File: src/rtl/glyph_atlas_shelf_packer_macros.svh
// ----------------------------------------------------------------------------
// glyph atlas shelf packer assertion macros
// immediate-free concurrent checks, clocked on clk_i and held off in reset
// ----------------------------------------------------------------------------
`ifndef GLYPH_ATLAS_SHELF_PACKER_MACROS_SVH
`define GLYPH_ATLAS_SHELF_PACKER_MACROS_SVH

`ifndef SYNTHESIS
// condition holds at every edge outside reset
`define GASP_ASSERT(name, cond, msg) \
  name: assert property (@(posedge clk_i) disable iff (!rst_ni) (cond)) else $error(msg);
// consequent holds at the next edge after the antecedent
`define GASP_ASSERT_NEXT(name, pre, post, msg) \
  name: assert property (@(posedge clk_i) disable iff (!rst_ni) (pre) |=> (post)) \
    else $error(msg);
`else
`define GASP_ASSERT(name, cond, msg)
`define GASP_ASSERT_NEXT(name, pre, post, msg)
`endif

`endif

File: src/rtl/gasp_pkg.sv
// ----------------------------------------------------------------------------
// gasp_pkg
// types and fixed field widths for the glyph atlas shelf packer
// ----------------------------------------------------------------------------
`default_nettype none

package gasp_pkg;

  localparam int unsigned RectW      = 12;  // request width/height field
  localparam int unsigned PosW       = 16;  // placement coordinates
  localparam int unsigned SizeW      = 17;  // reported atlas size
  localparam int unsigned InTdataW   = 24;  // rect_width, rect_height
  localparam int unsigned OutTdataW  = 72;  // x, y, width, height, zero pad

  typedef enum logic [5:0] {
    ST_IDLE   = 6'b000001,
    ST_GROW   = 6'b000010,
    ST_WRAP   = 6'b000100,
    ST_SHELF  = 6'b001000,
    ST_REGION = 6'b010000,
    ST_POST   = 6'b100000
  } gasp_state_e;

endpackage

`default_nettype wire

File: src/rtl/glyph_atlas_shelf_packer.sv
// ----------------------------------------------------------------------------
// glyph atlas shelf packer
// places glyph rectangles row by row into a power-of-two atlas that grows
// ----------------------------------------------------------------------------
// usage: one request on the s_axis channel gives one placement on m_axis.
// s_axis_tdata carries rect_width and rect_height, s_axis_tuser the restart
// flag, which clears atlas state before that rectangle is placed.
// m_axis_tdata returns place_x, place_y and the atlas size after placement,
// m_axis_tuser the overflow flag (the atlas would have to grow past 2^MAX_ATLAS_LOG2).
// steps: after acceptance a request runs through a fit step that doubles the
// atlas as often as needed (at most 2*MAX_ATLAS_LOG2 doublings), a wrap step,
// a shelf step only when the pen wraps to a new row, a region and a post step.
// the wrap, shelf, region and post steps run through one shared add-and-compare
// unit under the sequencer, so one request is in work at a time and s_axis_tready
// is low until the sequencer is back in idle; a new request is taken only once
// the previous one has left the post step.
// a finished result sits in the output register; a new request can be
// taken while it waits, and the sequencer stalls in its last step only if
// the receiver has not yet taken the previous result.
// reset sets the atlas to 1x1 with the pen, region and row height at zero.
// ----------------------------------------------------------------------------
`default_nettype none

`include "glyph_atlas_shelf_packer_macros.svh"

module glyph_atlas_shelf_packer
  import gasp_pkg::*;
#(
  parameter int unsigned MAX_ATLAS_LOG2 = 16,
  parameter int unsigned RECT_DIM_BITS  = 12
) (
  input  wire logic                 clk_i,
  input  wire logic                 rst_ni,
  input  wire logic                 s_axis_tvalid,
  output logic                      s_axis_tready,
  input  wire logic [InTdataW-1:0]  s_axis_tdata,   // rect_width, rect_height
  input  wire logic                 s_axis_tuser,   // restart
  output logic                      m_axis_tvalid,
  input  wire logic                 m_axis_tready,
  output logic [OutTdataW-1:0]      m_axis_tdata,   // place_x, place_y,
                                                    // atlas_width, atlas_height
  output logic                      m_axis_tuser    // overflow
);

  localparam int unsigned AW = MAX_ATLAS_LOG2 + 1;
  localparam int unsigned DW = RECT_DIM_BITS;
  localparam int unsigned CW = (AW > PosW + 1) ? AW : PosW + 1;
  localparam logic [AW-1:0] ATLAS_MAX = AW'(1) << MAX_ATLAS_LOG2;

  gasp_state_e state_q, state_d;

  logic [AW-1:0]   cur_w_q, cur_h_q;
  logic [PosW-1:0] region_x_q, region_y_q, pen_x_q, pen_y_q;
  logic [DW-1:0]   shelf_q;
  logic [DW-1:0]   rect_w_q, rect_h_q;
  logic            ovf_q;

  logic                 out_valid_q;
  logic [PosW-1:0]      out_x_q, out_y_q;
  logic [SizeW-1:0]     out_w_q, out_h_q;
  logic                 out_ovf_q;

  logic [DW-1:0]   in_w, in_h;
  logic            in_fire;
  logic            out_free;

  // shared add-and-compare unit
  logic [PosW-1:0] unit_a, unit_b;
  logic [AW-1:0]   unit_c;
  logic [PosW:0]   unit_sum;
  logic            unit_ge;

  logic            grow_need;

  assign in_w     = DW'(s_axis_tdata[RectW-1:0]);
  assign in_h     = DW'(s_axis_tdata[2*RectW-1:RectW]);
  assign in_fire  = s_axis_tvalid && s_axis_tready;
  assign out_free = !out_valid_q || m_axis_tready;

  assign s_axis_tready = (state_q == ST_IDLE);

  always_comb begin
    unit_a = '0;
    unit_b = '0;
    unit_c = '0;
    unique case (state_q)
      ST_WRAP: begin
        unit_a = pen_x_q;
        unit_b = PosW'(rect_w_q);
        unit_c = cur_w_q;
      end
      ST_SHELF: begin
        unit_a = pen_y_q;
        unit_b = PosW'(shelf_q);
      end
      ST_REGION: begin
        unit_a = pen_y_q;
        unit_b = PosW'(rect_h_q);
        unit_c = cur_h_q;
      end
      ST_POST: begin
        unit_a = pen_x_q;
        unit_b = PosW'(rect_w_q);
      end
      default: begin
        unit_a = '0;
      end
    endcase
  end

  assign unit_sum = {1'b0, unit_a} + {1'b0, unit_b};
  assign unit_ge  = CW'(unit_sum) >= CW'(unit_c);

  // rectangle must be strictly smaller than the atlas in both axes
  assign grow_need = (CW'(rect_w_q) >= CW'(cur_w_q)) || (CW'(rect_h_q) >= CW'(cur_h_q));

  always_comb begin
    state_d = state_q;
    unique case (state_q)
      ST_IDLE:   if (in_fire) state_d = ST_GROW;
      ST_GROW: begin
        if (!grow_need) begin
          state_d = ST_WRAP;
        end else if (cur_w_q != cur_h_q) begin
          if (cur_w_q == ATLAS_MAX) state_d = ST_WRAP;
        end else if (cur_h_q == ATLAS_MAX) begin
          state_d = ST_WRAP;
        end
      end
      ST_WRAP:   state_d = unit_ge ? ST_SHELF : ST_REGION;
      ST_SHELF:  state_d = ST_REGION;
      ST_REGION: state_d = ST_POST;
      ST_POST:   if (out_free) state_d = ST_IDLE;
      default:   state_d = ST_IDLE;
    endcase
  end

  always_ff @(posedge clk_i or negedge rst_ni) begin
    if (!rst_ni) begin
      state_q     <= ST_IDLE;
      cur_w_q     <= AW'(1);
      cur_h_q     <= AW'(1);
      region_x_q  <= '0;
      region_y_q  <= '0;
      pen_x_q     <= '0;
      pen_y_q     <= '0;
      shelf_q     <= '0;
      ovf_q       <= 1'b0;
      out_valid_q <= 1'b0;
    end else begin
      state_q <= state_d;
      if (state_q == ST_POST && out_free) begin
        out_valid_q <= 1'b1;
      end else if (m_axis_tready) begin
        out_valid_q <= 1'b0;
      end
      unique case (state_q)
        ST_IDLE: begin
          if (in_fire) begin
            ovf_q <= 1'b0;
            if (s_axis_tuser) begin
              cur_w_q    <= AW'(1);
              cur_h_q    <= AW'(1);
              region_x_q <= '0;
              region_y_q <= '0;
              pen_x_q    <= '0;
              pen_y_q    <= '0;
              shelf_q    <= '0;
            end
          end
        end
        ST_GROW: begin
          if (grow_need) begin
            // width doubles when not square, height when square
            if (cur_w_q != cur_h_q) begin
              if (cur_w_q == ATLAS_MAX) ovf_q <= 1'b1;
              else cur_w_q <= cur_w_q << 1;
            end else begin
              if (cur_h_q == ATLAS_MAX) ovf_q <= 1'b1;
              else cur_h_q <= cur_h_q << 1;
            end
          end
        end
        ST_WRAP: begin
          if (unit_ge) pen_x_q <= region_x_q;
        end
        ST_SHELF: begin
          pen_y_q <= unit_sum[PosW-1:0];
          shelf_q <= '0;
        end
        ST_REGION: begin
          if (unit_ge) begin
            if (cur_w_q == cur_h_q) begin
              if (cur_w_q == ATLAS_MAX) begin
                ovf_q   <= 1'b1;
                pen_x_q <= region_x_q;
                pen_y_q <= region_y_q;
              end else begin
                region_x_q <= PosW'(cur_w_q);
                region_y_q <= '0;
                pen_x_q    <= PosW'(cur_w_q);
                pen_y_q    <= '0;
                cur_w_q    <= cur_w_q << 1;
              end
            end else begin
              if (cur_h_q == ATLAS_MAX) begin
                ovf_q   <= 1'b1;
                pen_x_q <= region_x_q;
                pen_y_q <= region_y_q;
              end else begin
                region_x_q <= '0;
                region_y_q <= PosW'(cur_h_q);
                pen_x_q    <= '0;
                pen_y_q    <= PosW'(cur_h_q);
                cur_h_q    <= cur_h_q << 1;
              end
            end
          end
        end
        ST_POST: begin
          if (out_free) begin
            if (shelf_q < rect_h_q) shelf_q <= rect_h_q;
            pen_x_q <= unit_sum[PosW-1:0];
          end
        end
        default: begin
          ovf_q <= ovf_q;
        end
      endcase
    end
  end

  // request and result payload registers
  always_ff @(posedge clk_i) begin
    if (in_fire) begin
      rect_w_q <= in_w;
      rect_h_q <= in_h;
    end
    if (state_q == ST_POST && out_free) begin
      out_x_q   <= pen_x_q;
      out_y_q   <= pen_y_q;
      out_w_q   <= SizeW'(cur_w_q);
      out_h_q   <= SizeW'(cur_h_q);
      out_ovf_q <= ovf_q;
    end
  end

  assign m_axis_tvalid = out_valid_q;
  assign m_axis_tuser  = out_ovf_q;
  assign m_axis_tdata  = OutTdataW'({out_h_q, out_w_q, out_y_q, out_x_q});

  `GASP_ASSERT(a_atlas_pow2, $onehot(cur_w_q) && $onehot(cur_h_q), "atlas size not a power of two")
  `GASP_ASSERT_NEXT(a_accept_grow, s_axis_tvalid && s_axis_tready, state_q == ST_GROW, "request not followed by fit step")
  `GASP_ASSERT(a_result_from_post, $rose(m_axis_tvalid) |-> $past(state_q == ST_POST), "result raised outside final step")

endmodule

`default_nettype wire
File: config.mk
export PLATFORM = sky130hd
export DESIGN_NAME = glyph_atlas_shelf_packer
export DESIGN_NICKNAME = d
export VERILOG_FILES = /design/src/rtl/gasp_pkg.sv /design/src/rtl/glyph_atlas_shelf_packer.sv
export VERILOG_INCLUDE_DIRS = /design/src /design/src/rtl
export SDC_FILE = /design/constraint.sdc
export NUM_CORES = 1
export LEC_CHECK = 0
export ABC_AREA = 1
export BUFFER_PORTS_ARGS = -buffer_cell sky130_fd_sc_hd__buf_2
export CORE_MARGIN = 1
export CORE_UTILIZATION = 50
export DETAILED_ROUTE_END_ITERATION = 6
export GPL_TIMING_DRIVEN = 0
export PLACE_DENSITY = 0.69
export SETUP_SLACK_MARGIN = 0.02
export SYNTH_ARGS = -nofsm -noshare
export SYNTH_HDL_FRONTEND = slang
export SYNTH_SLANG_ARGS = --single-unit
File: constraint.sdc
create_clock -name clk_i -period 14.2 [get_ports clk_i]
set_clock_uncertainty 0.2 [all_clocks]
set_input_delay 0.71 -clock clk_i [delete_from_list [all_inputs] [get_ports clk_i]]
set_output_delay 0.71 -clock clk_i [all_outputs]
set_load 0.02 [all_outputs]
==> run_summary.xml, run 1 <==
<?xml version="1.0" encoding="UTF-8"?>
<metrics>
  <group name="setup_path">
    <metric name="critical_path.top_delay_family" unit="">simple AND/OR/NAND/NOR gates</metric>
    <metric name="endpoint_class_of_the_critical_path" unit="">flop</metric>
    <metric name="critPathMaxStageDelay" unit="ns">0.44</metric>
    <metric name="maximum_fanout_encountered_on_the_critical_timing_path" unit="">10</metric>
    <metric name="critical_path.startpoint_type" unit="">flop</metric>
    <metric name="crit_required" unit="ns">14.37</metric>
    <metric name="critical-path-slowest-cell" unit="">dfrtp_1</metric>
    <metric name="worst_ep_arrival_time" unit="ns">6.28</metric>
    <metric name="critical_path_class" unit="">flop to flop</metric>
    <metric name="worstPathBufferInverterCount" unit="">6</metric>
  </group>
  <group name="sta">
    <metric name="period_needed" unit="ns">6.11</metric>
    <metric name="post-route-period-util" unit="%">43.1</metric>
    <metric name="finalSetupViolations" unit="">0</metric>
    <metric name="final_max_slew_viol_count" unit="">0</metric>
    <metric name="report.final.hold_viol_count" unit="">0</metric>
    <metric name="grt_setup_unrepaired" unit="">no</metric>
    <metric name="clock.fmax" unit="GHz">0.164</metric>
    <metric name="worst_slew_pin_slew" unit="ns">0.919</metric>
    <metric name="finalSetupTns" unit="ns">0</metric>
    <metric name="timing.max_slew.rel_slack" unit="%">38.6</metric>
  </group>
  <group name="detailed_routing">
    <metric name="drt-total-wl" unit="mm">37.9</metric>
    <metric name="detail-route-antenna-nets" unit="">0</metric>
    <metric name="detailedRoute.firstPassIterationCount" unit="">6</metric>
    <metric name="drt-wirelength-per-cell" unit="um">18.9</metric>
    <metric name="drt_drc_violations_left" unit="">0</metric>
    <metric name="vias_per_cell" unit="">5.56</metric>
    <metric name="first_iteration_detailed_routing_drc_count" unit="">1080</metric>
    <metric name="num_vias" unit="">11100</metric>
  </group>
  <group name="clock_tree">
    <metric name="numCtsBuffers" unit="">23</metric>
    <metric name="clock_tree_from_tritoncts" unit="">yes</metric>
    <metric name="hold_buf_count_cts" unit="">1</metric>
    <metric name="clockRootBuffer" unit="">clkbuf_16</metric>
    <metric name="clk_latency" unit="ns">0.52</metric>
    <metric name="cts_setup_buffers" unit="">0</metric>
    <metric name="max-clock-path-buffers" unit="">3</metric>
    <metric name="numClockSinks" unit="">209</metric>
    <metric name="cts_repair_resize_count" unit="">0</metric>
    <metric name="cts-htree-levels" unit="">1</metric>
    <metric name="clk_pin_slew_worst_paths" unit="ns">0.06</metric>
  </group>
  <group name="global_routing">
    <metric name="first_global_vias" unit="">10400</metric>
    <metric name="wire_length_of_the_first_global_routing_pass" unit="mm">58.4</metric>
    <metric name="antenna_found_initial" unit="">0</metric>
    <metric name="grt_use_total" unit="%">29.8</metric>
    <metric name="grt_start_max_net_pins" unit="">86</metric>
    <metric name="grt.overflow.total" unit="">0</metric>
  </group>
  <group name="job">
    <metric name="max_cap_viol_count" unit="">0</metric>
  </group>
  <group name="pwr">
    <metric name="power.share.clock" unit="%">30.6</metric>
    <metric name="comb_power_share" unit="%">32.2</metric>
    <metric name="p_total" unit="mW">1.97</metric>
    <metric name="intPower" unit="mW">1.24</metric>
    <metric name="p_sw_share" unit="%">37.3</metric>
    <metric name="static-leakage-power" unit="nW">6.87</metric>
    <metric name="power-per-cell-area" unit="nW/um2">139</metric>
    <metric name="power.ir.vdd_worst" unit="mV">0.0963</metric>
    <metric name="power_frac_seq" unit="%">37.1</metric>
    <metric name="power_switching" unit="mW">0.735</metric>
  </group>
  <group name="finish">
    <metric name="layout-area-overhead-vs-synth" unit="%">14.0</metric>
    <metric name="drive_above_1_share" unit="%">14.1</metric>
    <metric name="antenna-diode-count" unit="">0</metric>
    <metric name="finalNetCount" unit="">1758</metric>
    <metric name="fillers" unit="">2265</metric>
  </group>
  <group name="synth">
    <metric name="ys_types" unit="">50</metric>
    <metric name="synth-seq-area-share" unit="%">45.6</metric>
    <metric name="synth.yosys.warnings" unit="">0</metric>
    <metric name="async_flop_share" unit="%">56.5</metric>
    <metric name="synth.cell_area" unit="um2">12500</metric>
    <metric name="synth-edff-count" unit="">91</metric>
    <metric name="synth-seq-cells" unit="">209</metric>
    <metric name="syn-instance-count" unit="">1533</metric>
    <metric name="syn_area_per_cell" unit="um2">8.13</metric>
    <metric name="ys_dominant_reg_cell" unit="">dfrtp_1</metric>
  </group>
  <group name="floorplanning">
    <metric name="core_area" unit="um2">24400</metric>
    <metric name="rows" unit="">57</metric>
    <metric name="die_height" unit="um">160</metric>
    <metric name="die-area" unit="um2">25600</metric>
    <metric name="floorplan.initialDensity" unit="%">51.1</metric>
    <metric name="fp.dieW" unit="um">160</metric>
    <metric name="floorplan.io_pins" unit="">104</metric>
  </group>
  <group name="placed_design">
    <metric name="place.gp.congestion" unit="">0.950</metric>
    <metric name="detailedPlacementHpwl" unit="mm">28.8</metric>
    <metric name="port_buffers" unit="">97</metric>
  </group>
  <group name="hold_path">
    <metric name="timing.hold.worst.class" unit="">input port to flop</metric>
  </group>
  <group name="run_status">
    <metric name="run_status" unit="">finished clean</metric>
  </group>
</metrics>
## power groups by stage
stage | clock (mW) | combinational (mW) | sequential, mW
after detailed placement | 0 | 0.621 | 0.742
after CTS | 0.613 | 0.624 | 0.731
final | 0.604 | 0.635 | 0.732
after floorplan | 0 | 0.442 | 0.721
after global routing | 0.635 | 0.690 | 0.735
after global placement | 0 | 0.605 | 0.743
## through the flow
step                cell area (um2)  instances  setup WS, ns  util [%]  hold WS, ns
detailed placement            13500       1962          8.27      55.2        0.233
global placement              13400       1959          8.32      54.9        0.236
global route                  14200       2002          7.73      58.3        0.154
CTS                           14200       2002          8.26      58.3        0.145
floorplan                     12500       1538          9.51         -        0.214
finish                        14200       2002          8.09      58.3        0.165
## registers in the layout (all words and copies together), names as in the netlist
signal / flops
region_y_q: 16
cur_w_q: 17
state_q: 6
out_y_q: 16
pen_x_q: 16
pen_y_q: 16
out_h_q: 17
region_x_q: 16
m_axis_tvalid: 1
rect_h_q: 12
m_axis_tuser: 1
cur_h_q: 17
ovf_q: 1
rect_w_q: 12
shelf_q: 12
out_w_q: 17
out_x_q: 16
## layout make-up
type	count	area, um2	share of cell area, %
Tap cell	324	405	2.85
Clock buffer	32	639	4.50
Buffer	54	340	2.39
Clock inverter	7	109	0.766
Multi-Input combinational cell	1077	5730	40.3
Sequential cell	209	5690	40.0
Inverter	198	743	5.23
Timing Repair Buffer	101	564	3.97
## worst register-to-register path: stages (launching register included)
cell,delay [ns]
dfrtp_1,0.44
nor2_4,0.20
nand3_2,0.18
clkinv_1,0.27
clkbuf_1,0.39
a22oi_1,0.15
o21ai_0,0.13
ha_1,0.27
inv_1,0.08
fa_1,0.43
o21ai_0,0.43
nand3_1,0.15
nand3_1,0.24
nand4_1,0.18
nand2_1,0.16
inv_1,0.06
ha_1,0.31
nand4_1,0.14
nor2_2,0.19
nand4_1,0.20
nand3_2,0.21
nand2_1,0.08
nand2_1,0.07
nand2_2,0.14
inv_2,0.10
clkbuf_1,0.41
o21ai_0,0.16
## cells by family after synthesis
| family | Yosys count | synth area share [%] |
|---|---|---|
| flops | 209 | 45.6 |
| other cells | 1 | 0.0301 |
| xor+xnor | 14 | 0.983 |
| compound gates | 228 | 10.9 |
| buf+inv | 252 | 8.69 |
| simple gates | 764 | 27.2 |
| fa+ha+maj | 65 | 6.58 |
## placed cells by master, fill, tap and decap left out, drive strengths merged, types with 32 or more instances in the layout
cell / instances
a21oi: 32
buf: 137
clkbuf: 49
dfrtp: 115
edfxtp: 91
ha: 64
inv: 190
nand2: 435
nand3: 133
nand4: 34
nor2: 144
o21ai: 112
o21bai: 37
## synthesized netlist by cell type, drive strengths merged, types with 4 or more instances
cell type	count	area [um2]
ha	64	801
edfxtp	91	2730
buf	37	277
clkbuf	17	63.8
a21oi	32	168
o21ai	112	576
xnor2	7	61.3
nor2	144	634
and2	7	43.8
nand3	133	751
dfrtp	115	2880
clkinv	8	30.0
a22oi	6	45.0
nor3	4	20.0
o21bai	37	297
nand2	435	1670
xor2	7	61.3
nand4	34	234
inv	190	713
o211ai	6	45.0
o22ai	28	175
## per-layer routing
| layer | up-vias | part of all wire [%] | track usage [%] |
|---|---|---|---|
| met5 | - | 0 | 0 |
| met4 | 0 | 3.7 | 11.4 |
| met3 | 74 | 8.7 | 4.18 |
| met2 | 486 | 44 | 46.1 |
| met1 | 5262 | 43 | 42.6 |
| li1 | 5308 | - | - |
## path summary, 6_finish.rpt
kind | from | endpoint | slack, ns | cells past startpoint
setup / recovery | state_q[4]$_DFFE_PN0P_ | region_x_q[4]$_DFFE_PN0P_ | 8.09 | 26
hold / removal | s_axis_tdata[20] | rect_h_q[8]$_DFFE_PP_ | 0.16 | 1
setup reg to reg | state_q[4]$_DFFE_PN0P_ | region_x_q[4]$_DFFE_PN0P_ | 8.09 | 26
hold reg to reg | pen_y_q[4]$_DFFE_PN0P_ | out_y_q[4]$_DFFE_PP_ | 0.24 | 0
max in group asynchronous | rst_ni | shelf_q[9]$_DFFE_PN0P_ | 12.54 | 3
min in group asynchronous | rst_ni | cur_w_q[14]$_DFFE_PN0P_ | 0.47 | 2
Power figures use the tool's default switching activity.
==> run 2, diff against run 1 <==
--- a/config.mk
+++ b/config.mk
@@ -6,7 +6,7 @@
 export SDC_FILE = /design/constraint.sdc
 export NUM_CORES = 1
 export LEC_CHECK = 0
-export ABC_AREA = 1
+export ABC_AREA = 0
 export BUFFER_PORTS_ARGS = -buffer_cell sky130_fd_sc_hd__buf_2
 export CORE_MARGIN = 1
 export CORE_UTILIZATION = 50
==> constraint.sdc (replaced) <==
create_clock -name clk_i -period 6.1 [get_ports clk_i]
set_clock_uncertainty 0.2 [all_clocks]
set_input_delay 0.305 -clock clk_i [delete_from_list [all_inputs] [get_ports clk_i]]
set_output_delay 0.305 -clock clk_i [all_outputs]
set_load 0.02 [all_outputs]
==> run 2 against run 1 <==
Clock power grew 140%. Routed wire length shrank 20%. Via count shrank 24%. Register-to-register slack lost 7.9 ns. Largest power group unchanged. Count of clock-buffer cells in the layout shrank 5. Cell count shrank 32%. Power grew 99%. Worst setup slack lost 7.9 ns. Area after synthesis shrank 16%. Cell area shrank 9.4%. Flip-flop and latch count is the same.
==> run_summary.xml, run 2 <==
<?xml version="1.0" encoding="UTF-8"?>
<metrics>
  <group name="run_status">
    <metric name="run_status" unit="">finished clean</metric>
  </group>
  <group name="sta">
    <metric name="period_needed" unit="ns">5.93</metric>
    <metric name="clock.fmax" unit="GHz">0.169</metric>
    <metric name="post-route-period-util" unit="%">97.2</metric>
    <metric name="report.final.hold_viol_count" unit="">0</metric>
    <metric name="finalSetupTns" unit="ns">0</metric>
    <metric name="worst_slew_pin_slew" unit="ns">1.41</metric>
    <metric name="timing.max_slew.rel_slack" unit="%">3.55</metric>
    <metric name="final_max_slew_viol_count" unit="">0</metric>
    <metric name="finalSetupViolations" unit="">0</metric>
    <metric name="grt_setup_unrepaired" unit="">no</metric>
    <metric name="timing.hold.ws" unit="ns">0.0826</metric>
  </group>
  <group name="finish">
    <metric name="final_area" unit="um2">12900</metric>
    <metric name="antenna-diode-count" unit="">0</metric>
    <metric name="layout_commonest_cell" unit="">dfrtp_1</metric>
    <metric name="finalNetCount" unit="">1177</metric>
    <metric name="fillers" unit="">1583</metric>
    <metric name="drive_above_1_share" unit="%">21.7</metric>
    <metric name="final_cell_mix" unit="">dfrtp_1 (113), buf_2 (100), edfxtp_1 (91)</metric>
    <metric name="layout.core_utilization" unit="%">63.3</metric>
    <metric name="layout-area-overhead-vs-synth" unit="%">23.1</metric>
    <metric name="total_area_of_sequential_cells" unit="um2">5690</metric>
    <metric name="multi_input_area" unit="um2">4460</metric>
  </group>
  <group name="detailed_routing">
    <metric name="first_iteration_detailed_routing_drc_count" unit="">987</metric>
    <metric name="num_vias" unit="">8411</metric>
    <metric name="vias_per_cell" unit="">6.14</metric>
    <metric name="drt-wirelength-per-cell" unit="um">22.2</metric>
    <metric name="detailedRoute.firstPassIterationCount" unit="">7</metric>
    <metric name="detail-route-antenna-nets" unit="">0</metric>
    <metric name="drt_drc_violations_left" unit="">0</metric>
    <metric name="drt-total-wl" unit="mm">30.4</metric>
  </group>
  <group name="setup_path">
    <metric name="worst_ep_arrival_time" unit="ns">6.16</metric>
    <metric name="maximum_fanout_encountered_on_the_critical_timing_path" unit="">10</metric>
    <metric name="crit_required" unit="ns">6.33</metric>
    <metric name="critical_path.startpoint_type" unit="">flop</metric>
    <metric name="critical_path_class" unit="">flop to flop</metric>
    <metric name="endpoint_class_of_the_critical_path" unit="">flop</metric>
  </group>
  <group name="clock_tree">
    <metric name="cts-htree-levels" unit="">1</metric>
    <metric name="numCtsBuffers" unit="">23</metric>
    <metric name="numClockSinks" unit="">209</metric>
    <metric name="clockRootBuffer" unit="">clkbuf_16</metric>
    <metric name="clock_tree_from_tritoncts" unit="">yes</metric>
    <metric name="clk_latency" unit="ns">0.52</metric>
    <metric name="clk_pin_slew_worst_paths" unit="ns">0.07</metric>
    <metric name="max-clock-path-buffers" unit="">3</metric>
  </group>
  <group name="synth">
    <metric name="netlist.top_cell.by_area" unit="">dfrtp_1</metric>
    <metric name="syn-instance-count" unit="">899</metric>
    <metric name="synth.yosys.warnings" unit="">0</metric>
    <metric name="syn_area_per_cell" unit="um2">11.6</metric>
    <metric name="ys_dominant_reg_cell" unit="">dfrtp_1</metric>
    <metric name="synth-seq-cells" unit="">209</metric>
    <metric name="synth-seq-area-share" unit="%">54.3</metric>
    <metric name="yosysTopAreaCellShare" unit="%">27.5</metric>
    <metric name="synth.area.top_cells" unit="">dfrtp_1 (27%), edfxtp_1 (26%), ha_1 (7.6%)</metric>
    <metric name="ys_types" unit="">70</metric>
    <metric name="async_flop_share" unit="%">56.5</metric>
    <metric name="synth-edff-count" unit="">91</metric>
    <metric name="synth_most_common_cell" unit="">dfrtp_1</metric>
    <metric name="synth.cell_area" unit="um2">10500</metric>
    <metric name="post_synth_most_frequent_cells" unit="">dfrtp_1 (115), edfxtp_1 (91), nand2_1 (74)</metric>
  </group>
  <group name="floorplanning">
    <metric name="die-area" unit="um2">21500</metric>
    <metric name="floorplan.initialDensity" unit="%">51.4</metric>
    <metric name="floorplan.io_pins" unit="">104</metric>
    <metric name="core_area" unit="um2">20400</metric>
    <metric name="fp.dieW" unit="um">147</metric>
    <metric name="rows" unit="">52</metric>
    <metric name="die_height" unit="um">147</metric>
  </group>
  <group name="global_routing">
    <metric name="antenna_found_initial" unit="">0</metric>
    <metric name="grt_start_max_net_pins" unit="">65</metric>
    <metric name="grt.overflow.total" unit="">0</metric>
    <metric name="first_global_vias" unit="">7773</metric>
    <metric name="wire_length_of_the_first_global_routing_pass" unit="mm">45.5</metric>
    <metric name="grt_use_total" unit="%">28.1</metric>
  </group>
  <group name="placed_design">
    <metric name="port_buffers" unit="">97</metric>
    <metric name="detailedPlacementHpwl" unit="mm">21.6</metric>
    <metric name="place.gp.congestion" unit="">0.934</metric>
    <metric name="dpl_cell_area" unit="um2">11400</metric>
  </group>
  <group name="job">
    <metric name="max_cap_viol_count" unit="">0</metric>
  </group>
  <group name="pwr">
    <metric name="power-per-cell-area" unit="nW/um2">305</metric>
    <metric name="power.ir.vdd_worst" unit="mV">0.251</metric>
    <metric name="static-leakage-power" unit="nW">5.53</metric>
  </group>
  <group name="hold_path">
    <metric name="timing.hold.worst.class" unit="">input port to flop</metric>
  </group>
</metrics>
[run 2: cell count changes after synthesis, moves of 28 or more]
cell | before | now
nand2_1 | 424 | 74
nand3_1 | 122 | 13
inv_1 | 175 | 70
nor2_1 | 128 | 37
a22o_1 | 0 | 49
o21ai_0 | 87 | 44
o21bai_1 | 34 | 4
a222oi_1 | 0 | 28
[run 2: power by group]
part | switching (mW) | internal, mW
clock | 0.558 | 0.900
combinational | 0.491 | 0.316
sequential | 0.0998 | 1.56
total | 1.15 | 2.78
[run 2: worst max-delay path, cell delays in order (launching register included)]
cell and delay, ns:
dfrtp_2 0.44, or4_4 0.58, nor3b_4 0.32, clkbuf_4 0.29, a222oi_1 0.13, inv_1 0.15, ha_1 0.23, nand3_1 0.10
o22ai_1 0.33, o211ai_1 0.23, o21bai_1 0.18, a21oi_1 0.10, xnor2_1 0.59, ha_1 0.37, a21o_1 0.16, a21oi_1 0.13
or3_1 0.13, o21ai_2 0.08, a21o_1 0.26, o22ai_2 0.40, clkbuf_2 0.31, nand2_1 0.07, o21ai_0 0.09
[run 2: cell families after synthesis]
kind of cell,share of synthesized area (%)
xor gates and xnor gates,2.59
and+or+nand+nor,8.94
AOI/OAI and AO/OA,17.5
adders and majority gates,7.84
buffers and inverters,4.65
DFF,54.3
muxes,4.09
other,0.0358
[run 2: worst paths after layout]
kind	endpoint	slack, ns	startpoint	cells after the start
setup / recovery	pen_y_q[4]$_DFFE_PN0P_	0.17	state_q[1]$_DFFE_PN0P_	22
hold / removal	cur_h_q[0]$_DFFE_PN1P_	0.08	s_axis_tuser	3
setup reg to reg	pen_y_q[4]$_DFFE_PN0P_	0.17	state_q[1]$_DFFE_PN0P_	22
hold reg to reg	out_h_q[3]$_DFFE_PP_	0.25	cur_h_q[3]$_DFFE_PN0P_	0
max in group asynchronous	m_axis_tvalid$_DFFE_PN0P_	4.86	rst_ni	3
min in group asynchronous	region_y_q[3]$_DFFE_PN0P_	0.12	rst_ni	2
[run 2: cell type report]
| class | instances | share of cell area, % |
|---|---|---|
| Multi-Input combinational cell | 577 | 34.6 |
| Tap cell | 270 | 2.62 |
| Clock buffer | 27 | 4.58 |
| Clock inverter | 14 | 1.51 |
| Inverter | 70 | 2.04 |
| Buffer | 48 | 2.35 |
| Timing Repair Buffer | 154 | 8.07 |
| Sequential cell | 209 | 44.2 |
[run 2: per-layer routing]
metal	vias to the layer above	track usage (%)	wire [um]
li1	3744	-	-
met1	4098	37.7	12200
met2	471	45.1	14000
met3	98	5.06	2760
met4	0	11.9	1420
met5	-	0	0
[run 2: what timing repair did]
item                                    CTS  global route
hold buffers                             27             0
gates cloned                              1             0
endpoints found under the setup margin  101            98
pin swaps                                 6             8
buffers inserted                         15            11
resized for setup                        45            36
hold endpoints to repair                 81             0
[run 2: per-stage QoR]
step                      std cells  total power [mW]  setup slack (ns)
final                          1369              3.93             0.169
after global routing           1369              4.07           0.00129
after CTS                      1358              3.89            0.0338
after detailed placement       1274              2.35             -1.48
after global placement         1271              2.33             -1.52
after floorplan                 904              2.11            0.0388
==> run 3, diff against run 2 <==
--- a/config.mk
+++ b/config.mk
@@ -7,7 +7,7 @@
 export NUM_CORES = 1
 export LEC_CHECK = 0
 export ABC_AREA = 0
-export BUFFER_PORTS_ARGS = -buffer_cell sky130_fd_sc_hd__buf_2
+export BUFFER_PORTS_ARGS = -buffer_cell sky130_fd_sc_hd__clkbuf_2
 export CORE_MARGIN = 1
 export CORE_UTILIZATION = 50
 export DETAILED_ROUTE_END_ITERATION = 6
==> run 3 against run 2 <==
The run now ends with DRC left. Register-to-register slack barely moved. Core utilization rose by 0.35 points. Worst setup slack got worse by 0.0057 ns. Sequential share of layout area fell by 0.25 points. Critical path depth rose by 2. Combinational power fell by 4.8%. Non-clock buffer count rose by 4. Cell count rose by 0.29%. Critical endpoint is now cur_h_q[14]$_DFFE_PN0P_. Largest cell class unchanged.
==> run_summary.xml, run 3 (synthesis results as in run 2) <==
<?xml version="1.0" encoding="UTF-8"?>
<metrics>
  <group name="run_status">
    <metric name="run_status" unit="">complete, but fails checks</metric>
    <metric name="violations" unit="">DRC</metric>
  </group>
  <group name="setup_path">
    <metric name="maximum_fanout_encountered_on_the_critical_timing_path" unit="">6</metric>
    <metric name="crit_required" unit="ns">6.29</metric>
    <metric name="crit_path_cell_chain" unit="">or4_4, nor3b_4, buf_8, buf_4, buf_4, a222oi_1, inv_1, ha_4, nand3_1, o22ai_2, o211ai_1, a211o_1, nor3_2, xnor2_2, ha_1, nand3_2, or3_1, o21ai_2, a21oi_4, buf_4, a22o_4, nor3_4, buf_6, mux2_1</metric>
    <metric name="critical_path_class" unit="">flop to flop</metric>
    <metric name="worst_ep_arrival_time" unit="ns">6.12</metric>
    <metric name="endpoint_class_of_the_critical_path" unit="">flop</metric>
    <metric name="cp_common_cell" unit="">buf_4</metric>
    <metric name="critical-path-slowest-cell" unit="">dfstp_2</metric>
    <metric name="critPathMaxStageDelay" unit="ns">0.57</metric>
    <metric name="critical_path.startpoint_type" unit="">flop</metric>
  </group>
  <group name="pwr">
    <metric name="intPower" unit="mW">2.67</metric>
    <metric name="power.ir.vdd_worst" unit="mV">0.244</metric>
    <metric name="power_frac_seq" unit="%">43.7</metric>
    <metric name="comb_power_share" unit="%">20.2</metric>
    <metric name="power.share.clock" unit="%">36.1</metric>
    <metric name="power-per-cell-area" unit="nW/um2">294</metric>
    <metric name="p_sw_share" unit="%">29.7</metric>
    <metric name="power_switching" unit="mW">1.13</metric>
    <metric name="static-leakage-power" unit="nW">5.60</metric>
  </group>
  <group name="finish">
    <metric name="finalNetCount" unit="">1181</metric>
    <metric name="multi_input_area" unit="um2">4540</metric>
    <metric name="layout.core_utilization" unit="%">63.6</metric>
    <metric name="fillers" unit="">1629</metric>
    <metric name="total_area_of_sequential_cells" unit="um2">5690</metric>
    <metric name="drive_above_1_share" unit="%">22.9</metric>
    <metric name="final_cell_mix" unit="">dfrtp_1 (114), clkbuf_2 (102), edfxtp_1 (91)</metric>
    <metric name="layout-area-overhead-vs-synth" unit="%">23.8</metric>
    <metric name="layout_commonest_cell" unit="">dfrtp_1</metric>
    <metric name="antenna-diode-count" unit="">0</metric>
  </group>
  <group name="sta">
    <metric name="clock.fmax" unit="GHz">0.168</metric>
    <metric name="timing.max_slew.rel_slack" unit="%">4.63</metric>
    <metric name="post-route-period-util" unit="%">97.3</metric>
    <metric name="finalSetupViolations" unit="">0</metric>
    <metric name="period_needed" unit="ns">5.94</metric>
    <metric name="final_max_slew_viol_count" unit="">0</metric>
    <metric name="report.final.hold_viol_count" unit="">0</metric>
    <metric name="worst_slew_pin_slew" unit="ns">1.39</metric>
    <metric name="final_critical_path_setup_slack" unit="ns">0.164</metric>
  </group>
  <group name="clock_tree">
    <metric name="max-clock-path-buffers" unit="">3</metric>
    <metric name="cts-htree-levels" unit="">1</metric>
    <metric name="numClockSinks" unit="">209</metric>
    <metric name="clock_tree_from_tritoncts" unit="">yes</metric>
    <metric name="clk_latency" unit="ns">0.52</metric>
    <metric name="numCtsBuffers" unit="">23</metric>
    <metric name="clockRootBuffer" unit="">clkbuf_16</metric>
    <metric name="clk_pin_slew_worst_paths" unit="ns">0.07</metric>
  </group>
  <group name="detailed_routing">
    <metric name="drt_drc_violations_left" unit="">4</metric>
    <metric name="detailedRoute.firstPassIterationCount" unit="">7</metric>
    <metric name="vias_per_cell" unit="">6.12</metric>
    <metric name="first_iteration_detailed_routing_drc_count" unit="">836</metric>
    <metric name="drt-wirelength-per-cell" unit="um">22.1</metric>
    <metric name="num_vias" unit="">8401</metric>
    <metric name="drt-total-wl" unit="mm">30.3</metric>
    <metric name="detail-route-antenna-nets" unit="">0</metric>
  </group>
  <group name="floorplanning">
    <metric name="floorplan.io_pins" unit="">104</metric>
    <metric name="fp.dieW" unit="um">147</metric>
    <metric name="rows" unit="">52</metric>
    <metric name="floorplan.initialDensity" unit="%">51.4</metric>
    <metric name="die-area" unit="um2">21500</metric>
    <metric name="core_area" unit="um2">20400</metric>
    <metric name="die_height" unit="um">147</metric>
  </group>
  <group name="global_routing">
    <metric name="grt_use_total" unit="%">28.4</metric>
    <metric name="wire_length_of_the_first_global_routing_pass" unit="mm">46.0</metric>
    <metric name="first_global_vias" unit="">7987</metric>
    <metric name="grt.overflow.total" unit="">0</metric>
    <metric name="grt_start_max_net_pins" unit="">65</metric>
    <metric name="antenna_found_initial" unit="">0</metric>
  </group>
  <group name="placed_design">
    <metric name="port_buffers" unit="">97</metric>
    <metric name="detailedPlacementHpwl" unit="mm">21.5</metric>
    <metric name="place.gp.congestion" unit="">0.934</metric>
    <metric name="placement.setup.worst_slack" unit="ns">-1.55</metric>
  </group>
  <group name="hold_path">
    <metric name="timing.hold.worst.class" unit="">input port to flop</metric>
  </group>
  <group name="job">
    <metric name="max_cap_viol_count" unit="">0</metric>
  </group>
</metrics>
run 3: changes by cell type in the layout (fill, tap and decap cells not counted), moves of 4 or more:
cell	previous run	this run
buf_2	100	2
clkbuf_2	7	102
clkbuf_8	1	5
clkinv_1	5	1
run 3: path summary, 6_finish.rpt:
kind                                        start                         to  slack [ns]  cells after the start
max                        state_q[0]$_DFFE_PN1P_    cur_h_q[14]$_DFFE_PN0P_        0.16                     24
max reg2reg                state_q[0]$_DFFE_PN1P_    cur_h_q[14]$_DFFE_PN0P_        0.16                     24
min in group asynchronous                  rst_ni    cur_w_q[10]$_DFFE_PN0P_        0.14                      2
min                                  s_axis_tuser     cur_h_q[0]$_DFFE_PN1P_        0.09                      3
min reg2reg                cur_h_q[3]$_DFFE_PN0P_       out_h_q[3]$_DFFE_PP_        0.25                      0
max in group asynchronous                  rst_ni  region_y_q[8]$_DFFE_PN0P_        4.87                      3
run 3: power by group through the flow:
stage	Clock, mW	Combinational [mW]	Sequential [mW]
4_1_cts	1.39	0.751	1.65
3_3_place_gp	0	0.651	1.68
6_report	1.38	0.769	1.66
3_5_place_dp	0	0.666	1.68
5_1_grt	1.45	0.831	1.66
2_1_floorplan	0	0.481	1.63
run 3: layer usage:
layer | part of all wire (%) | wire (um) | track usage, %
met1 | 41 | 12300 | 38.8
met2 | 46 | 14000 | 44.7
met3 | 8.5 | 2580 | 4.88
met4 | 4.8 | 1440 | 12.8
met5 | 0 | 0 | 0
run 3: metrics by stage:
stage	cell area [um2]	power, mW	TNS (ns)	std cells	hold WS [ns]
CTS	12700	3.80	0	1358	0.0604
global route	13000	3.95	-0.00260	1373	0.117
finish	13000	3.81	0	1373	0.0894
detailed placement	11400	2.35	-133.30	1274	0.109
global placement	11300	2.33	-139.65	1271	0.239
floorplan	10500	2.11	0	904	-0.191
run 3: final cells by class:
class                      instances  area share (%)
clock buffer                      30            4.91
sequential                       209            43.9
tap                              270            2.61
clock inverter                    11           0.869
buffer                            48            2.39
inverter                          70            2.03
timing repair buffer             158            8.25
multi-input combinational        577            35.0
run 3: critical path, delay by kind of cell (launching register included):
family                     cells  cell delay (ns)
muxes                          1             0.31
and+or+nand+nor                7             1.27
AOI/OAI and AO/OA              7             1.67
xor gates and xnor gates       1             0.15
adders and majority gates      2             0.69
buffers and inverters          6             0.94
DFF                            1             0.57
run 3: timing repair:
action,4_1_cts,5_1_grt
buffers inserted,16,15
endpoints found under the setup margin,101,92
gates resized for setup,48,36
pin swaps,9,15
hold endpoints to repair,91,0
hold buffers,27,0
